[config.mk]
export PLATFORM = sky130hd
export DESIGN_NAME = sst_cell
export DESIGN_NICKNAME = d
export VERILOG_FILES = /design/src/rtl/sst_pkg.sv /design/src/rtl/sst_cell.sv
export SDC_FILE = /design/constraint.sdc
export NUM_CORES = 1
export LEC_CHECK = 0
export BUFFER_PORTS_ARGS = -buffer_cell sky130_fd_sc_hd__clkbuf_2
export CAP_MARGIN = 25
export CELL_PAD_IN_SITES_DETAIL_PLACEMENT = 0
export CELL_PAD_IN_SITES_GLOBAL_PLACEMENT = 1
export CORE_UTILIZATION = 29
export CTS_CLUSTER_SIZE = 14
export DETAILED_ROUTE_END_ITERATION = 10
export PLACE_DENSITY = 0.81
export SYNTH_ARGS = -nofsm -noshare
export SYNTH_HDL_FRONTEND = slang
export SYNTH_SLANG_ARGS = --single-unit
[constraint.sdc]
create_clock -name clk -period 1.4 [get_ports clk]
set_input_delay 0.07 -clock clk [delete_from_list [all_inputs] [get_ports clk]]
set_output_delay 0.07 -clock clk [all_outputs]
set_load 0.05 [all_outputs]
[src/rtl/sst_pkg.sv]
package sst_pkg;

  localparam int SST_CAPACITY = 1024;
  localparam int KEY_W        = 16;
  localparam int COUNT_W      = 11;
  localparam int TREE_RADIX   = 16;

  localparam logic [1:0] KIND_MEMBER = 2'd0;
  localparam logic [1:0] KIND_INSERT = 2'd1;
  localparam logic [1:0] KIND_DELETE = 2'd2;

  localparam logic [1:0] ST_DONE    = 2'd0;
  localparam logic [1:0] ST_PRESENT = 2'd1;
  localparam logic [1:0] ST_ABSENT  = 2'd2;
  localparam logic [1:0] ST_FULL    = 2'd3;

  typedef struct packed {
    logic [1:0]       kind;
    logic [KEY_W-1:0] key;
  } sst_in_t;

  typedef struct packed {
    logic               success;
    logic [1:0]         status;
    logic [COUNT_W-1:0] entry_count;
  } sst_out_t;

  // broadcast from the controller to every cell
  typedef struct packed {
    logic             capture;
    logic             ins;
    logic             del;
    logic [KEY_W-1:0] key;
  } sst_cmd_t;

  // number of registered levels in the match reduction tree
  function automatic int tree_levels(input int n);
    int m;
    int lv;
    m  = n;
    lv = 0;
    do begin
      m  = (m + TREE_RADIX - 1) / TREE_RADIX;
      lv = lv + 1;
    end while (m > 1);
    return lv;
  endfunction

  // node count of level l (level 0 is the leaves)
  function automatic int level_nodes(input int n, input int l);
    int m;
    m = n;
    for (int i = 0; i < l; i++) begin
      m = (m + TREE_RADIX - 1) / TREE_RADIX;
    end
    return m;
  endfunction

  // offset of level l (l >= 1) within the packed register vector of the tree
  function automatic int level_base(input int n, input int l);
    int b;
    b = 0;
    for (int i = 1; i < l; i++) begin
      b = b + level_nodes(n, i);
    end
    return b;
  endfunction

endpackage

[src/rtl/sst_cell.sv]
module sst_cell
  import sst_pkg::*;
(
  input  logic             clk,
  input  sst_cmd_t         cmd,
  input  logic             occ,
  input  logic             lt_prev,
  input  logic [KEY_W-1:0] key_prev,
  input  logic [KEY_W-1:0] key_next,
  output logic [KEY_W-1:0] key_o,
  output logic             lt_o,
  output logic             eq_o
);

  logic [KEY_W-1:0] key_r, key_nxt;
  logic             lt_r, eq_r;

  always_comb begin
    key_nxt = key_r;
    // cells below the slot keep their key, the rest move one place
    if (cmd.ins && !lt_r) begin
      key_nxt = lt_prev ? cmd.key : key_prev;
    end else if (cmd.del && !lt_r) begin
      key_nxt = key_next;
    end
  end

  always_ff @(posedge clk) begin
    key_r <= key_nxt;
    if (cmd.capture) begin
      lt_r <= occ && (key_r < cmd.key);
      eq_r <= occ && (key_r == cmd.key);
    end
  end

  assign key_o = key_r;
  assign lt_o  = lt_r;
  assign eq_o  = eq_r;

endmodule

# ---- Word level (Yosys, flattened, before mapping)
# Index checks and enable logic that the tools add are counted.
dict set report totals {
  register_bits 18
  inputBits 54
  out_inout_bits 18
  word_cells 14
}
dict set report classes {
  n_lt_le_gt_ge 1
  n_eq_ne 1
  muxes 3
  n_reduce_logical 6
}
# cell count
set op_table {}
lappend op_table {{$mux 16} 3}
lappend op_table {{$eq 16x16->1} 1}
lappend op_table {{$lt 16x16->1} 1}
lappend op_table {{$logic_and 1x1->1} 4}
lappend op_table {{$reduce_bool 2->1} 1}
lappend op_table {{$logic_not 1->1} 1}

# ---- Longest topological paths before layout
dict set report depth {
  word_depth 4
  ltp_mapped 6
  ltp_nobuf 6
}

# ---- Worst setup path after synthesis
# OpenSTA, ideal clock, no wires.
dict set report synth_timing {
  kind {flip-flop to flip-flop}
  startpoint {register key_r[14] (netlist: key_o[14])}
  endpoint {register lt_r (netlist: lt_o), data pin}
  setup_time_ns 0.269
  arrival_ns 1.530
  required_ns 1.131
  setup_slack_ns -0.400
  stages_incl_launch_ff 5
  n_path_buf 0
  synth_period_minus_slack_ns 1.800
  path_cell_list {edfxtp_1 -> ha_1 -> nand4_1 -> nor4_2 -> a211oi_1}
}
dict set report synth_via {
  elab_chain_cells 2
}
# item line
set synth_rtl {}
lappend synth_rtl {{start, declared} sst_cell.sv:15} ;# logic [KEY_W-1:0] key_r, key_nxt;
lappend synth_rtl {{start signal, assigned} sst_cell.sv:29} ;# key_r <= key_nxt;
lappend synth_rtl {{$lt 16x16->1} sst_cell.sv:31} ;# lt_r <= occ && (key_r < cmd.key);
lappend synth_rtl {{$logic_and 1x1->1} sst_cell.sv:31}
lappend synth_rtl {{end signal, assigned} sst_cell.sv:31}
lappend synth_rtl {{end, declared} sst_cell.sv:16} ;# logic lt_r, eq_r;
# No other way between the ends.
# A chain may end at the register's enable or synchronous reset.

# ---- Worst setup path in the final report
# Same ends and word-level chain as after synthesis.

==> results.txt <==
The core area is 0.00414 mm2. The worst reg-to-reg setup slack is -0.21 ns. The sink count of the clock tree came out at 18. On the worst path, the slowest cell contributes a delay of 0.43 ns.

The part of the Yosys area used for sequential elements came out at 0.415. The tree is rooted in a sky130_fd_sc_hd__clkbuf_8. The routed design uses 270 um of met3 wire. The max-slew violation total from the final report was 0.

The clock latency on the worst-skew pair is 0.25 ns. The signal on the critical path passes through ha_4 > nand4_1 > nor4_4 > a211oi_2. The vertical die dimension is 69.0 um.

The commonest cells after synthesis are sky130_fd_sc_hd__nand2_1, sky130_fd_sc_hd__edfxtp_1, sky130_fd_sc_hd__inv_1, sky130_fd_sc_hd__o21ai_0. The count of endpoints failing setup in the final report came out at 2. The cell row count came out at 23. TritonCTS created 3 clock buffers.

The number of nets produced by synthesis came out at 202. The layout overhead on the synthesized area came out at 50.0%. The count of maximum capacitance violations came out at 0. The worst hold path begins at cmd[18]. The kind of start point of the critical path is a register. After routing, the total negative slack on setup checks comes to -0.381 ns. In this run the power density over the cells is 882 mW/mm2.

In the final routing, the length of wire on met1 measures 1440 um. The number of synthesized flops with an enable pin came out at 18. The cell depth of the worst hold path is 1. The number of flip-flops and latches in the synthesized netlist is 18. Measured on the finished design, the core utilization comes to 0.471. The number of distinct standard cells referenced by the synthesized netlist is 22.

The time the final worst path needs with I/O delays and setup came out at 1.61 ns. The number of placed instances, taps included came out at 258. The via total after detailed routing is 1209. The final routed DRC violation total came out at 0. The transition time at the pin with the least slew margin came out at 0.329 ns.

In this run the number of H-tree levels came out at 1. The detailed-placement wirelength estimate is 2620 um. The share of post-route cells with drive strength above 1 is 0.460.

For this configuration, the core starts out at a cell density of 0.314. The critical path capture point type is a register. After synthesis, the share of flip-flops with an asynchronous set or reset is 0. Among all flip-flop cells after synthesis, the most frequent one is sky130_fd_sc_hd__edfxtp_1.

Routability-driven placement finished with a final weighted congestion of 0.708. The worst-case setup margin in the final layout came out at -0.206 ns. The run finished, with violations left.

The clock tree from TritonCTS is done. The number of warnings issued by yosys is 0. sky130_fd_sc_hd__nand2_1 is the most common cell in the netlist. Detailed routing placed a total of 1540 um of wire on met2. Of the post-synthesis cell area, the dominant cell type holds 0.415. Entering global routing, the biggest net connects 33 pins. Ranked by total cell area, the synthesized netlist is headed by sky130_fd_sc_hd__edfxtp_1, sky130_fd_sc_hd__ha_1, sky130_fd_sc_hd__mux2i_1.

The net count of the finished layout is 287. Of the available clock period, the critical path in the final layout requires 1.15. The fmax came out at 623 MHz.

The worst setup path is of the reg2reg kind. Summed over all instances, the cell type with the most area after synthesis is sky130_fd_sc_hd__edfxtp_1. The final reports fail on negative setup slack. Once layout is done, the placed cells without fillers occupy 0.00195 mm2. The largest clock skew in the final design came out at 0.00280 ns.

The data required time at the worst endpoint is 1.39 ns. In this run the tightest slew margin relative to its limit is 0.780. The first-pass iteration count of the detailed router came out at 4. The die area came out at 0.00476 mm2. Setup repair after global routing could not meet its margin everywhere.

The number of inserted diodes is 0. The leakage power is 1.02 nW. In this run the worst path has a maximum fanout of 3. The average size of a mapped cell came out at 9.86 um2. The worst-case IR drop observed on VDD is 0.313 mV. After synthesis the cells add up to 0.00130 mm2. The residual overflow from global routing is 0. The I/O pin total is 72. The via count of the first global-routing pass came out at 1094.

The cell area after placement is 0.00185 mm2. In this run the remaining antenna-violating nets after routing total 0. Using the TritonRoute via totals, the vias-per-cell ratio works out to 4.56. The clock transition time at the flip-flop clock pins of the worst setup and hold paths is 0.07 ns. The depth of the worst register-to-register path came out at 4.

The number of hold-slack violations in the final timing report is 0. In the global route stage, overall resource usage came out at 0.141. The final layout contains routed wiring with a total length of 3260 um. The worst register-to-register path ends at lt_o.

The type of the worst min-delay path is in2reg. The number of antenna violations at the first check in global routing came out at 0. Dividing the detail-routed wire length by the instance count gives 12.3 um. The arrival time of the worst setup path is 1.60 ns. The die span in x is 69.0 um. The start of the worst register-to-register path is key_o[14]. Signal routing reaches up to met4. The maximum count of clock buffers along a single path is 2. The worst hold path terminates at lt_o.

The library cell contributing the largest single delay on the critical path is sky130_fd_sc_hd__edfxtp_1. The iteration-0 DRC count of the detailed router came out at 21. After technology mapping, the gate count stands at 132. Leaving out filler cells and counting taps, the final layout contains 265. The first global-routing pass estimated 4850 um of wire. The quantity of I/O buffers inserted on ports came out at 71.
==> worst max path at each step <==
stage / from / to / cells past startpoint
2_1_floorplan: key_o[15] / lt_o / 5
3_3_place_gp: key_o[10] / lt_o / 4
3_5_place_dp: key_o[15] / lt_o / 5
4_1_cts: key_o[10] / lt_o / 4
5_1_grt: key_o[14] / lt_o / 4
6_report: key_o[14] / lt_o / 4
==> cell families after synthesis <==
logic type / synth area share
AOI/OAI and AO/OA: 0.121
adders and majority gates: 0.154
buffers and inverters: 0.0721
DFF: 0.415
muxes: 0.123
and+or+nand+nor: 0.114
==> sequential cells by signal, summed over array words and instances (netlist names) <==
signal and flops:
key_o 16, eq_o 1, lt_o 1
==> stage by stage <==
step	setup WS, ns	power (mW)	hold WS, ns
5_1_grt	-0.306	1.83	0.0642
4_1_cts	-0.180	1.73	0.0618
3_3_place_gp	-0.129	1.35	0.297
3_5_place_dp	-0.192	1.35	0.327
6_report	-0.206	1.72	0.0669
2_1_floorplan	-0.374	1.13	0.182
==> repair_timing <==
action / in CTS / in global routing
hold buffers: 0 / 0
pin swaps: 2 / 8
endpoints found under the setup margin: 2 / 2
setup buffers: 1 / 3
cloned: 0 / 0
resized for setup: 1 / 2
==> power by group <==
group / switching [mW] / internal (mW)
registers: 0.0322 / 0.663
logic: 0.400 / 0.267
clock network: 0.167 / 0.191
total: 0.600 / 1.12
==> area by class of cell <==
type                            count  area [um2]
Clock buffer                        3        41.3
Multi-Input combinational cell     92         758
Sequential cell                    18         541
Timing Repair Buffer               85         485
Fill cell                         429        2190
Tap cell                           50        62.6
Inverter                           17        63.8
==> cell usage in the layout, fill, tap and decap left out, types with 2 or more instances in the layout <==
cell,n
sky130_fd_sc_hd__a21oi_1,5
sky130_fd_sc_hd__a21oi_2,2
sky130_fd_sc_hd__buf_12,2
sky130_fd_sc_hd__buf_4,12
sky130_fd_sc_hd__clkbuf_2,71
sky130_fd_sc_hd__clkbuf_8,3
sky130_fd_sc_hd__edfxtp_1,18
sky130_fd_sc_hd__ha_1,11
sky130_fd_sc_hd__ha_4,5
sky130_fd_sc_hd__inv_1,17
sky130_fd_sc_hd__mux2i_1,16
sky130_fd_sc_hd__nand2_1,20
sky130_fd_sc_hd__nand3_1,2
sky130_fd_sc_hd__nand4_1,2
sky130_fd_sc_hd__nor2_1,2
sky130_fd_sc_hd__o21ai_0,3
sky130_fd_sc_hd__o21ai_1,15
==> layer usage <==
| metal | GRT usage | up-vias |
|---|---|---|
| met5 | 0 | - |
| met2 | 0.237 | 50 |
| met1 | 0.178 | 520 |
| li1 | - | 637 |
| met4 | 0.0459 | 0 |
| met3 | 0.0296 | 2 |
==> critical path: cells and delay by family (launching register included) <==
family / cells / cell delay, ns
AO/OA/AOI/OAI: 1 / 0.11
flip-flops: 1 / 0.43
AND/OR/NAND/NOR: 2 / 0.52
adder cells (fa/ha/maj): 1 / 0.29
Note: power is estimated with default switching activity, not from simulation.
