===== config.mk =====
export PLATFORM = sky130hd
export DESIGN_NAME = sst_or_tree
export DESIGN_NICKNAME = d
export VERILOG_FILES = /design/src/rtl/sst_pkg.sv /design/src/rtl/sst_or_tree.sv
export SDC_FILE = /design/constraint.sdc
export NUM_CORES = 1
export LEC_CHECK = 0
export BUFFER_PORTS_ARGS = -buffer_cell sky130_fd_sc_hd__buf_2
export CAP_MARGIN = 20
export CORE_AREA = 4 4 401 403
export CTS_CLUSTER_SIZE = 10
export DETAILED_ROUTE_END_ITERATION = 12
export DIE_AREA = 0 0 405 407
export SKIP_LAST_GASP = 1
export SLEW_MARGIN = 5
export SYNTH_ARGS = -nofsm -noshare
export SYNTH_HDL_FRONTEND = slang
export SYNTH_SLANG_ARGS = --single-unit

===== constraint.sdc =====
create_clock -name clk -period 1 [get_ports clk]
set_input_delay 0.25 -clock clk [delete_from_list [all_inputs] [get_ports clk]]
set_output_delay 0.25 -clock clk [all_outputs]
set_load 0.03 [all_outputs]

===== src/rtl/sst_pkg.sv =====
package sst_pkg;

  localparam int SST_CAPACITY = 1024;
  localparam int KEY_W        = 16;
  localparam int COUNT_W      = 11;
  localparam int TREE_RADIX   = 16;

  localparam logic [1:0] KIND_MEMBER = 2'd0;
  localparam logic [1:0] KIND_INSERT = 2'd1;
  localparam logic [1:0] KIND_DELETE = 2'd2;

  localparam logic [1:0] ST_DONE    = 2'd0;
  localparam logic [1:0] ST_PRESENT = 2'd1;
  localparam logic [1:0] ST_ABSENT  = 2'd2;
  localparam logic [1:0] ST_FULL    = 2'd3;

  typedef struct packed {
    logic [1:0]       kind;
    logic [KEY_W-1:0] key;
  } sst_in_t;

  typedef struct packed {
    logic               success;
    logic [1:0]         status;
    logic [COUNT_W-1:0] entry_count;
  } sst_out_t;

  // broadcast from the controller to every cell
  typedef struct packed {
    logic             capture;
    logic             ins;
    logic             del;
    logic [KEY_W-1:0] key;
  } sst_cmd_t;

  // number of registered levels in the match reduction tree
  function automatic int tree_levels(input int n);
    int m;
    int lv;
    m  = n;
    lv = 0;
    do begin
      m  = (m + TREE_RADIX - 1) / TREE_RADIX;
      lv = lv + 1;
    end while (m > 1);
    return lv;
  endfunction

  // node count of level l (level 0 is the leaves)
  function automatic int level_nodes(input int n, input int l);
    int m;
    m = n;
    for (int i = 0; i < l; i++) begin
      m = (m + TREE_RADIX - 1) / TREE_RADIX;
    end
    return m;
  endfunction

  // offset of level l (l >= 1) within the packed register vector of the tree
  function automatic int level_base(input int n, input int l);
    int b;
    b = 0;
    for (int i = 1; i < l; i++) begin
      b = b + level_nodes(n, i);
    end
    return b;
  endfunction

endpackage


===== src/rtl/sst_or_tree.sv =====
module sst_or_tree
  import sst_pkg::*;
#(
  parameter int N = SST_CAPACITY
) (
  input  logic         clk,
  input  logic [N-1:0] leaves,
  output logic         any_o
);

  localparam int LEVELS = tree_levels(N);
  localparam int NODES  = level_base(N, LEVELS + 1);

  logic [NODES-1:0] node_r;

  for (genvar l = 1; l <= LEVELS; l++) begin : g_lvl
    localparam int NPREV = level_nodes(N, l - 1);
    localparam int NCUR  = level_nodes(N, l);
    localparam int BCUR  = level_base(N, l);
    localparam int BPREV = (l > 1) ? level_base(N, l - 1) : 0;
    for (genvar j = 0; j < NCUR; j++) begin : g_node
      localparam int LO  = j * TREE_RADIX;
      localparam int CNT = (NPREV - LO < TREE_RADIX) ? (NPREV - LO) : TREE_RADIX;
      logic or_r;
      if (l == 1) begin : g_leaf
        always_ff @(posedge clk) begin
          or_r <= |leaves[LO +: CNT];
        end
      end else begin : g_inner
        always_ff @(posedge clk) begin
          or_r <= |node_r[BPREV + LO +: CNT];
        end
      end
      assign node_r[BCUR + j] = or_r;
    end
  end

  assign any_o = node_r[NODES-1];

endmodule


======== Word-level counts from Yosys, hierarchy flattened ========
Index checks and enable logic that the tools add are counted.
Widths: inputs -> output; s select.
storage, ports and cells
  input port bits ......................... 1025
  output and inout port bits .............. 1
  word-level logic and storage cells ...... 138
  register bits after elaboration ......... 69
cells by class
  reduce and logical (&&, ||, !) cells .... 69
operators by type and width
  cell              count
  $reduce_or 16->1  68
  $reduce_or 4->1   1

======== Logic depth before layout (Yosys ltp) ========
Gate-level depths: netlist (run 1).
  word-level depth ........................ 1
  depth in mapped cells ................... 2
  depth with buffers taken out ............ 2

======== Worst setup path before layout (run 1) ========
OpenSTA, ideal clock, no wires.
  kind .................................... reg-to-reg
  start ................................... register g_lvl[2].g_node[1].or_r
  end ..................................... register g_lvl[3].g_node[0].or_r, in the netlist any_o
  path buffers ............................ 0
  clock period less this slack ............ 0.893 ns
  setup time .............................. 0.134 ns
  data arrival time ....................... 0.758 ns
  cell stages (with the launch flop) ...... 2
  path slack .............................. 0.107 ns
  required time ........................... 0.866 ns
  path through ............................ dfxtp_1 or4_1
between the ends
  word-level cells in the longest chain between the ends .. 1
RTL lines
  what                    RTL line           source
  from (decl)             sst_or_tree.sv:24  logic or_r;
  from (signal assigned)  sst_or_tree.sv:31  or_r <= |node_r[BPREV + LO +: CNT];
  $reduce_or 4->1         sst_or_tree.sv:31
  to (signal assigned)    sst_or_tree.sv:31
  to (decl)               sst_or_tree.sv:24
Every way passes these cells.

======== Final worst setup path (run 1) ========
  start ................................... register g_lvl[1].g_node[21].or_r
  end ..................................... register g_lvl[2].g_node[1].or_r
between the ends
  word-level cells in the longest chain between the ends .. 1
RTL lines
  what                    RTL line           source
  from (decl)             sst_or_tree.sv:24
  from (signal assigned)  sst_or_tree.sv:27  or_r <= |leaves[LO +: CNT];
  $reduce_or 16->1        sst_or_tree.sv:31
Every way passes these cells.

==> reports/metrics.cfg, run 1 <==
[cells_and_area]
layout.nets=2860
fillCellCount=18200
layout.cells.non_filler=3926
layout-area-overhead-vs-synth_pct=372
post_route_cells_drive_above_1_share=0.661

[floorplanning]
initial_util=0.0223
design.core.area_um2=157000
dieHeight_um=407
die_area_um2=165000
boundaryPins=1026
dieWidth_um=405
fp-row-count=146

[synth]
post_synthesis_register_bit_count=69
synth_nets=1435
post_synthesis_cell_area_um2=3520
cells_after_synth=410
synth.avg_cell_area_um2=8.58
synth.cells.most_frequent=sky130_fd_sc_hd__nor4_1, sky130_fd_sc_hd__dfxtp_1, sky130_fd_sc_hd__nand4_1
synth-warning-count=0
yosys.cell_types.count=4
synth_top_cell_area_share=0.484
synth.yosys.seq_area_share=0.393
count_of_flip_flops_with_a_built_in_enable_after_synthesis=0
asyncSetResetFlopFracSynth=0
dominantRegCellSynth=sky130_fd_sc_hd__dfxtp_1
synth_top_area_cell=sky130_fd_sc_hd__nor4_1
synth_most_common_cell=sky130_fd_sc_hd__nor4_1
synth_area_leaders=sky130_fd_sc_hd__nor4_1, sky130_fd_sc_hd__dfxtp_1, sky130_fd_sc_hd__nand4_1, sky130_fd_sc_hd__or4_1

[placed_design]
place_hpwl_um=64500
numPortBuffers=1025
routability_driven_placement_congestion_ratio=0.966
dp_worst_setup_slack_ps=-1070
place_inst=3587

[power_and_ir_drop]
p_int_mw=7.30
power-per-cell-area_nw_per_um2=670
comb_power_share=0.391
netSwitchingFraction=0.343
power_leakage_nw=6.91
reported_net_switching_power_mw=3.81
clock_power_share=0.363
ir_drop_mv=1.00
seq_power_share=0.246

[sta]
setup_tns_ps=-2100
post-route-min-period_ps=1470
max_slew_margin=0.580
rsz0062_at_grt=true
tightest_slew_ps=624
final-hold-violation-count=0
highest_achievable_clock_rate_mhz=679
worst_hold_slack_ps=42.9
final.period_utilization=1.47
fin_skew_ps=9.75
final-max-slew-violation-count=0
setup_viol=33
setup_ws_ps=-472

[clock_tree]
cts-buffers-inserted=9
ctsRootBufferMaster=sky130_fd_sc_hd__clkbuf_16
cts_tree=yes
clkSinkCount=69
htree_num_levels=3
worst_skew_pair.late_latency_ps=410
hold_buffers=344
clk_transition_reported_paths_ps=80
cts-root-to-sink-buffers=2
postCtsSetupBuffers=0

[global_route]
globalRouteTotalUtil=0.0866
wire_length_of_the_first_global_routing_pass_um=94300
grt_pass1_vias=11700
remaining_global_route_overflow=0
grt_start_max_net_pins=14
grt_antenna_before_repair=34

[routing]
drt.antenna.violating_nets=0
wire_length_per_cell_after_detailed_routing_um=19.9
drtPass1Iterations=5
vias=10700
drcViolationCount=0
post_drt_via_cell_ratio=2.74
drt-total-wl_um=78300
drt_iter0_markers=506

[worst_setup_path]
timing.critical_path.to_type=flop
worst_path_max_delay_cell=sky130_fd_sc_hd__nand4_1
startpoint_type=flop
worstPathCellList=nor4_2 > buf_4 > nand4_1
max_stage_delay_ps=410
worst-setup-path-type=flop to flop
cp_data_required_time_ps=1100
crit_path_max_fanout=1
timing.critical_path.arrival_ps=1580

[run_status]
outcome=complete, but fails checks
violations=negative setup slack

[job]
max-cap-violations=0

[hold_path]
timing.hold.worst.class=input pin to flop

routing by layer:
metal / vias to the layer above / part of all wire / global-route usage
met3: 206 / 0.077 / 0.0308
met5: - / 0.0015 / 0
li1: 4788 / - / -
met1: 4940 / 0.35 / 0.0884
met2: 796 / 0.51 / 0.154
met4: 18 / 0.056 / 0.0490
cell families (layout without fill, tap and decap cells):
logic type,after synthesis,in the layout,share of synthesized area
buffers and inverters,0,1430,0
DFF,69,69,0.393
other,0,14,0
and+or+nand+nor,341,341,0.607
final cells by class:
type                            instances  area [µm²]  area share
Antenna cell                           14        35.0     0.00211
Clock buffer                           10         239      0.0144
Clock inverter                          6        70.1     0.00422
Multi-Input combinational cell        341        3200       0.193
Sequential cell                        69        1410      0.0848
Tap cell                             2072        2590       0.156
Timing Repair Buffer                 1414        9040       0.545
power groups by stage:
stage | Combinational [mW] | Sequential, mW | Clock [mW]
after global routing | 4.60 | 2.73 | 4.60
final | 4.35 | 2.73 | 4.04
after CTS | 3.95 | 2.73 | 4.71
after global placement | 2.86 | 2.81 | 0
after floorplan | 0.187 | 2.81 | 0
after detailed placement | 2.84 | 2.81 | 0
sequential cells by signal (all words and copies together) (netlist names):
register / flops
any_o: 1
g_lvl.g_node.or_r: 68
layout by cell type, fill, tap and decap left out:
cell type / netlist / routed
sky130_fd_sc_hd__buf_2: 0 / 991
sky130_fd_sc_hd__dlygate4sd3_1: 0 / 328
sky130_fd_sc_hd__nor4_1: 272 / 151
sky130_fd_sc_hd__nor4_2: 0 / 86
sky130_fd_sc_hd__buf_4: 0 / 78
sky130_fd_sc_hd__nand4_1: 68 / 68
sky130_fd_sc_hd__dfxtp_1: 69 / 59
sky130_fd_sc_hd__nor4_4: 0 / 35
sky130_fd_sc_hd__dlymetal6s4s_1: 0 / 16
sky130_fd_sc_hd__diode_2: 0 / 14
sky130_fd_sc_hd__clkbuf_16: 0 / 9
sky130_fd_sc_hd__dfxtp_4: 0 / 5
sky130_fd_sc_hd__dfxtp_2: 0 / 5
sky130_fd_sc_hd__clkinv_4: 0 / 3
sky130_fd_sc_hd__or4_1: 1 / 1
sky130_fd_sc_hd__clkinv_2: 0 / 1
sky130_fd_sc_hd__clkbuf_8: 0 / 1
sky130_fd_sc_hd__bufinv_16: 0 / 1
sky130_fd_sc_hd__inv_6: 0 / 1
sky130_fd_sc_hd__buf_8: 0 / 1
per-stage QoR:
step | total power [mW] | util | cell area [µm²]
2_1_floorplan | 3.00 | - | 3520
3_3_place_gp | 5.67 | 0.0757 | 11900
3_5_place_dp | 5.65 | 0.0757 | 11900
4_1_cts | 11.4 | 0.100 | 15700
5_1_grt | 11.9 | 0.105 | 16600
6_report | 11.1 | 0.105 | 16600
critical path, delay by kind of cell, from the launching register on:
family / cells / cell delay (ps)
buffers and inverters: 1 / 150
AND/OR/NAND/NOR: 2 / 680
flip-flops: 1 / 340
final timing paths:
check | start | endpoint | slack [ps] | depth (start not counted)
setup / recovery | g_lvl[1].g_node[21].or_r$_DFF_P_ | g_lvl[2].g_node[1].or_r$_DFF_P_ | -470 | 3
hold / removal | leaves[904] | g_lvl[1].g_node[56].or_r$_DFF_P_ | 40 | 3
setup reg to reg | g_lvl[1].g_node[21].or_r$_DFF_P_ | g_lvl[2].g_node[1].or_r$_DFF_P_ | -470 | 3
hold reg to reg | g_lvl[2].g_node[1].or_r$_DFF_P_ | any_o$_DFF_P_ | 420 | 1
repair_timing:
item,in CTS,in global routing
gates resized for setup,26,155
setup endpoints to repair,6,51
pin swaps,7,70
endpoints found under the hold margin,47,1
Note: power is estimated with default switching activity, not from simulation.
==> inputs of run 2 (changes only) <==
--- a/config.mk
+++ b/config.mk
@@ -12,5 +12,4 @@
 export DETAILED_ROUTE_END_ITERATION = 12
 export DIE_AREA = 0 0 405 407
-export SKIP_LAST_GASP = 1
 export SLEW_MARGIN = 5
 export SYNTH_ARGS = -nofsm -noshare
==> constraint.sdc (replaced) <==
create_clock -name clk -period 1.45 [get_ports clk]
set_input_delay 0.2175 -clock clk [delete_from_list [all_inputs] [get_ports clk]]
set_output_delay 0.2175 -clock clk [all_outputs]
set_load 0.03 [all_outputs]
==> run 2 against run 1 <==
Effect of this change:
- the flow still finishes with violations (negative setup slack)
- wire length is 5.0% lower
- via count rose by 3.5%
- final cell count is 2.1% higher
- worst setup slack gained 270 ps
- clock power decreased by 36%
- first-iteration DRC count is 64% higher
- register-to-register slack improved by 510 ps
- sequential power shrank 31%
- sequential share of layout area decreased by 0.079 points
- global-route usage decreased by 0.47 points
- design area decreased by 0.41%
==> reports/metrics.cfg, run 2 (synthesis gave the netlist of run 1 again) <==
[sta]
setup_ws_ps=-197
final-max-slew-violation-count=0
worst_hold_slack_ps=25.3
final-hold-violation-count=0
post-route-min-period_ps=1650
max_slew_margin=0.480
fin_skew_ps=16.5
tightest_slew_ps=773
final.period_utilization=1.14
highest_achievable_clock_rate_mhz=607
rsz0062_at_grt=true
setup_viol=10

[routing]
drtPass1Iterations=5
vias=11100
drcViolationCount=0
post_drt_via_cell_ratio=2.77
drt-total-wl_um=74400
drt_iter0_markers=829
drt.antenna.violating_nets=0
wire_length_per_cell_after_detailed_routing_um=18.6

[cells_and_area]
mostFrequentLayoutCell=sky130_fd_sc_hd__buf_2
layout_common_cells=sky130_fd_sc_hd__buf_2, sky130_fd_sc_hd__dlygate4sd3_1, sky130_fd_sc_hd__nor4_1
layout.cells.non_filler=4008
top_register=g_lvl.g_node.or_r
layout-area-overhead-vs-synth_pct=370
number_of_flip_flops_under_the_largest_register_name=68
post_route_cells_drive_above_1_share=0.601
layout.nets=2935

[power_and_ir_drop]
p_int_mw=4.86
power-per-cell-area_nw_per_um2=443
netSwitchingFraction=0.336
reported_net_switching_power_mw=2.45
ir_drop_mv=0.677
power_leakage_nw=7.08
comb_power_share=0.387
seq_power_share=0.259
clock_power_share=0.354

[run_status]
outcome=complete, but fails checks
violations=negative setup slack

[hold_path]
timing.hold.worst.class=input pin to flop

[placed_design]
routability_driven_placement_congestion_ratio=1.00
place_inst=3556
place_hpwl_um=58800
numPortBuffers=1025

[job]
max-cap-violations=0

[worst_setup_path]
crit_path_max_fanout=1
startpoint_type=input pin
rrSetupSlack_ps=40
max_stage_delay_ps=630
timing.critical_path.arrival_ps=1940
timing.critical_path.to_type=flop
cp_data_required_time_ps=1740
critical_path.top_delay_family=buffers and inverters
worst-setup-path-type=input pin to flop
cpMostUsedCell=sky130_fd_sc_hd__dlygate4sd3_1
worst_path_max_delay_cell=sky130_fd_sc_hd__dlygate4sd3_1
cp_buf_inv_count=3
worstPathCellList=dlygate4sd3_1 > buf_2 > nor4_1 > dlygate4sd3_1 > nand4_1

[floorplanning]
boundaryPins=1026
design.core.area_um2=157000
dieHeight_um=407
dieWidth_um=405
die_area_um2=165000
initial_util=0.0223
fp-row-count=146

[clock_tree]
clkSinkCount=69
cts-root-to-sink-buffers=2
cts_tree=yes
ctsRootBufferMaster=sky130_fd_sc_hd__clkbuf_16
htree_num_levels=3
cts-buffers-inserted=9
clk_transition_reported_paths_ps=80
worst_skew_pair.late_latency_ps=420

[global_route]
grt_pass1_vias=11300
grt_start_max_net_pins=14
remaining_global_route_overflow=0
grt_antenna_before_repair=45
globalRouteTotalUtil=0.0819
wire_length_of_the_first_global_routing_pass_um=90000

-- run 2: path summary, 6_finish.rpt --
check / depth (start not counted) / endpoint / startpoint
hold / removal: 3 / g_lvl[1].g_node[11].or_r$_DFF_P_ / leaves[178]
setup / recovery: 5 / g_lvl[1].g_node[15].or_r$_DFF_P_ / leaves[254]
setup reg to reg: 2 / g_lvl[2].g_node[0].or_r$_DFF_P_ / g_lvl[1].g_node[11].or_r$_DFF_P_
hold reg to reg: 1 / any_o$_DFF_P_ / g_lvl[2].g_node[3].or_r$_DFF_P_
-- run 2: stage by stage --
| stage | setup WS, ps | power [mW] | TNS [ps] | cell area, µm² | util |
|---|---|---|---|---|---|
| detailed placement | -638 | 3.70 | -1280 | 11700 | 0.0741 |
| CTS | -315 | 7.52 | -315 | 16200 | 0.103 |
| global route | -238 | 7.87 | -527 | 16500 | 0.105 |
| floorplan | 557 | 2.07 | 0 | 3520 | - |
| global placement | -630 | 3.69 | -1330 | 11700 | 0.0741 |
| finish | -197 | 7.31 | -374 | 16500 | 0.105 |
-- run 2: routing by layer --
metal,up-vias,GRT usage,routed length [µm]
li1,4945,-,-
met1,5162,0.0875,26800
met2,827,0.147,37600
met3,180,0.0285,6680
met4,6,0.0324,3250
met5,-,0.00387,40
-- run 2: layout make-up --
cell class | count | area (µm²)
antenna | 21 | 52.6
clock buffer | 10 | 229
clock inverter | 6 | 47.5
fill | 18100 | 141000
multi-input combinational | 341 | 2530
sequential | 69 | 1390
tap | 2072 | 2590
timing repair buffer | 1489 | 9680
-- run 2: what timing repair did --
action | in CTS | in global routing
buffers inserted | 0 | 0
endpoints found under the hold margin | 49 | 15
setup endpoints to repair | 2 | 38
pin swaps | 3 | 1
gates resized for setup | 8 | 55
gates cloned | 0 | 0
hold buffers | 424 | 29
-- run 2: power by group through the flow --
stage | combinational (mW) | clock (mW) | sequential, mW
after global routing | 2.98 | 3.00 | 1.89
final | 2.83 | 2.59 | 1.89
after detailed placement | 1.77 | 0 | 1.94
after floorplan | 0.129 | 0 | 1.94
after global placement | 1.75 | 0 | 1.94
after CTS | 2.60 | 3.03 | 1.89
-- run 2: tightest hold or removal path: cells and delay by family --
kind	cells	cell delay (ps)
simple gates	2	120
buf+inv	1	80
==> inputs of run 3 (changes only) <==
Settings changed: GPL_TIMING_DRIVEN set to 0, REMOVE_ABC_BUFFERS set to 1.
==> run 3 against run 2 <==
Effect of this change:
- the flow still finishes with violations (negative setup slack)
- sequential power about the same
- critical path depth unchanged
- sequential cell count unchanged
- highest routed layer unchanged
==> reports/metrics.cfg, run 3 (synthesis gave the netlist of run 1 again) <==
[run_status]
outcome=complete, but fails checks
violations=negative setup slack

[clock_tree]
cts-root-to-sink-buffers=2
htree_num_levels=3
clkSinkCount=69
ctsRootBufferMaster=sky130_fd_sc_hd__clkbuf_16
cts_tree=yes
cts-buffers-inserted=9
clk_transition_reported_paths_ps=70
worst_skew_pair.late_latency_ps=420

[floorplanning]
design.core.area_um2=157000
boundaryPins=1026
initial_util=0.0223
dieHeight_um=407
dieWidth_um=405
fp-row-count=146
die_area_um2=165000

[cells_and_area]
fin_area_um2=16100
layout-area-overhead-vs-synth_pct=358
post_route_cells_drive_above_1_share=0.588
top_register=g_lvl.g_node.or_r
layout_common_cells=sky130_fd_sc_hd__buf_2, sky130_fd_sc_hd__dlygate4sd3_1, sky130_fd_sc_hd__nor4_1
mostFrequentLayoutCell=sky130_fd_sc_hd__buf_2
number_of_flip_flops_under_the_largest_register_name=68
layout.cells.non_filler=3953
layout.nets=2898

[hold_path]
timing.hold.worst.class=input pin to flop
worst_hold_path.endpoint=g_lvl[1].g_node[61].or_r$_DFF_P_
hp-start=leaves[987]
hold_depth=3

[placed_design]
place_inst=3521
place_hpwl_um=61700
routability_driven_placement_congestion_ratio=0.915
placed_area_um2=11400
numPortBuffers=1025

[worst_setup_path]
timing.critical_path.to_type=flop
cp_data_required_time_ps=1730
launch_instance_of_the_worst_register_to_register_path=g_lvl[1].g_node[8].or_r$_DFF_P_
worst-setup-path-type=input pin to flop
worstRegToRegCells=2
crit_path_max_fanout=1
worst_r2r_endpoint=g_lvl[2].g_node[0].or_r$_DFF_P_
rrSetupSlack_ps=190
timing.critical_path.arrival_ps=1780
startpoint_type=input pin

[global_route]
globalRouteTotalUtil=0.0824
wire_length_of_the_first_global_routing_pass_um=90200
remaining_global_route_overflow=0
grt_antenna_before_repair=23
grt_start_max_net_pins=14
grt_pass1_vias=11600

[routing]
post_drt_via_cell_ratio=2.68
drt.antenna.violating_nets=0
drcViolationCount=0
drt-total-wl_um=74200
vias=10600
drtPass1Iterations=5
wire_length_per_cell_after_detailed_routing_um=18.8
drt_iter0_markers=517

[sta]
setup_viol=6
setup_ws_ps=-50.1
fin_skew_ps=18.1
tightest_slew_ps=1000
max_slew_margin=0.326
final-max-slew-violation-count=0
final-hold-violation-count=0
final.period_utilization=1.03
post-route-min-period_ps=1500
setup_tns_ps=-162
highest_achievable_clock_rate_mhz=667
worst_hold_slack_ps=29.0

[power_and_ir_drop]
power_leakage_nw=6.89
power-per-cell-area_nw_per_um2=476
totalPowerFinal_mw=7.67
ir_drop_mv=0.631

[job]
max-cap-violations=0

==> run 3: cell count changes in the layout (fill, tap and decap cells not counted), sizes merged <==
cell | previous run | this run
clkinv | 0 | 1
buf | 1074 | 1040
dlymetal6s4s | 2 | 1
clkbuf | 10 | 11
diode | 21 | 3
bufinv | 0 | 2
dlygate4sd3 | 413 | 410
clkinvlp | 4 | 1
==> run 3: power breakdown <==
part           total [mW]  switching, mW  internal, mW
Combinational        2.85           1.09          1.76
Sequential           1.89      0.0000369          1.89
Clock                2.93           1.35          1.58
==> run 3: layer usage <==
layer  track usage  share of wire
met5             0        0.00034
met2         0.152           0.52
met3        0.0262          0.078
met1        0.0873           0.36
met4        0.0307          0.039
==> run 3: worst max-delay path by stage <==
stage | startpoint | end | slack (ps) | cells after the start
CTS | g_lvl[1].g_node[8].or_r$_DFF_P_ | g_lvl[2].g_node[0].or_r$_DFF_P_ | -70 | 2
global route | leaves[255] | g_lvl[1].g_node[15].or_r$_DFF_P_ | -10 | 5
floorplan | g_lvl[2].g_node[1].or_r$_DFF_P_ | any_o$_DFF_P_ | 560 | 1
finish | leaves[806] | g_lvl[1].g_node[50].or_r$_DFF_P_ | -50 | 5
detailed placement | leaves[90] | g_lvl[1].g_node[5].or_r$_DFF_P_ | -400 | 3
global placement | leaves[922] | g_lvl[1].g_node[57].or_r$_DFF_P_ | -1360 | 3
==> run 3: metrics by stage <==
step,util,worst slack (ps)
after detailed placement,0.0724,-400
final,0.102,-50.1
after floorplan,-,557
after CTS,0.102,-67.2
after global placement,0.0714,-1360
after global routing,0.102,-12.0
==> run 3: repair_timing <==
action,CTS,global route
endpoints found under the setup margin,2,28
endpoints found under the hold margin,52,7
setup buffers,0,0
hold buffers,427,14
pin swaps,1,0
gates resized for setup,11,31
gates cloned,0,0
==> run 3: final cells by class <==
class,instances,area [µm²]
diodes,3,7.51
flip-flops and latches,69,1390
clock buffers,10,239
clock inverters,6,93.8
repair buffers,1452,9350
multi-input cells,341,2440
fillers,18200,141000
well taps,2072,2590
==> run 3: critical path, cell delays in order <==
cell and delay, ps:
sky130_fd_sc_hd__dlygate4sd3_1 530, sky130_fd_sc_hd__buf_2 120, sky130_fd_sc_hd__nor4_1 200, sky130_fd_sc_hd__dlygate4sd3_1 610, sky130_fd_sc_hd__nand4_1 100
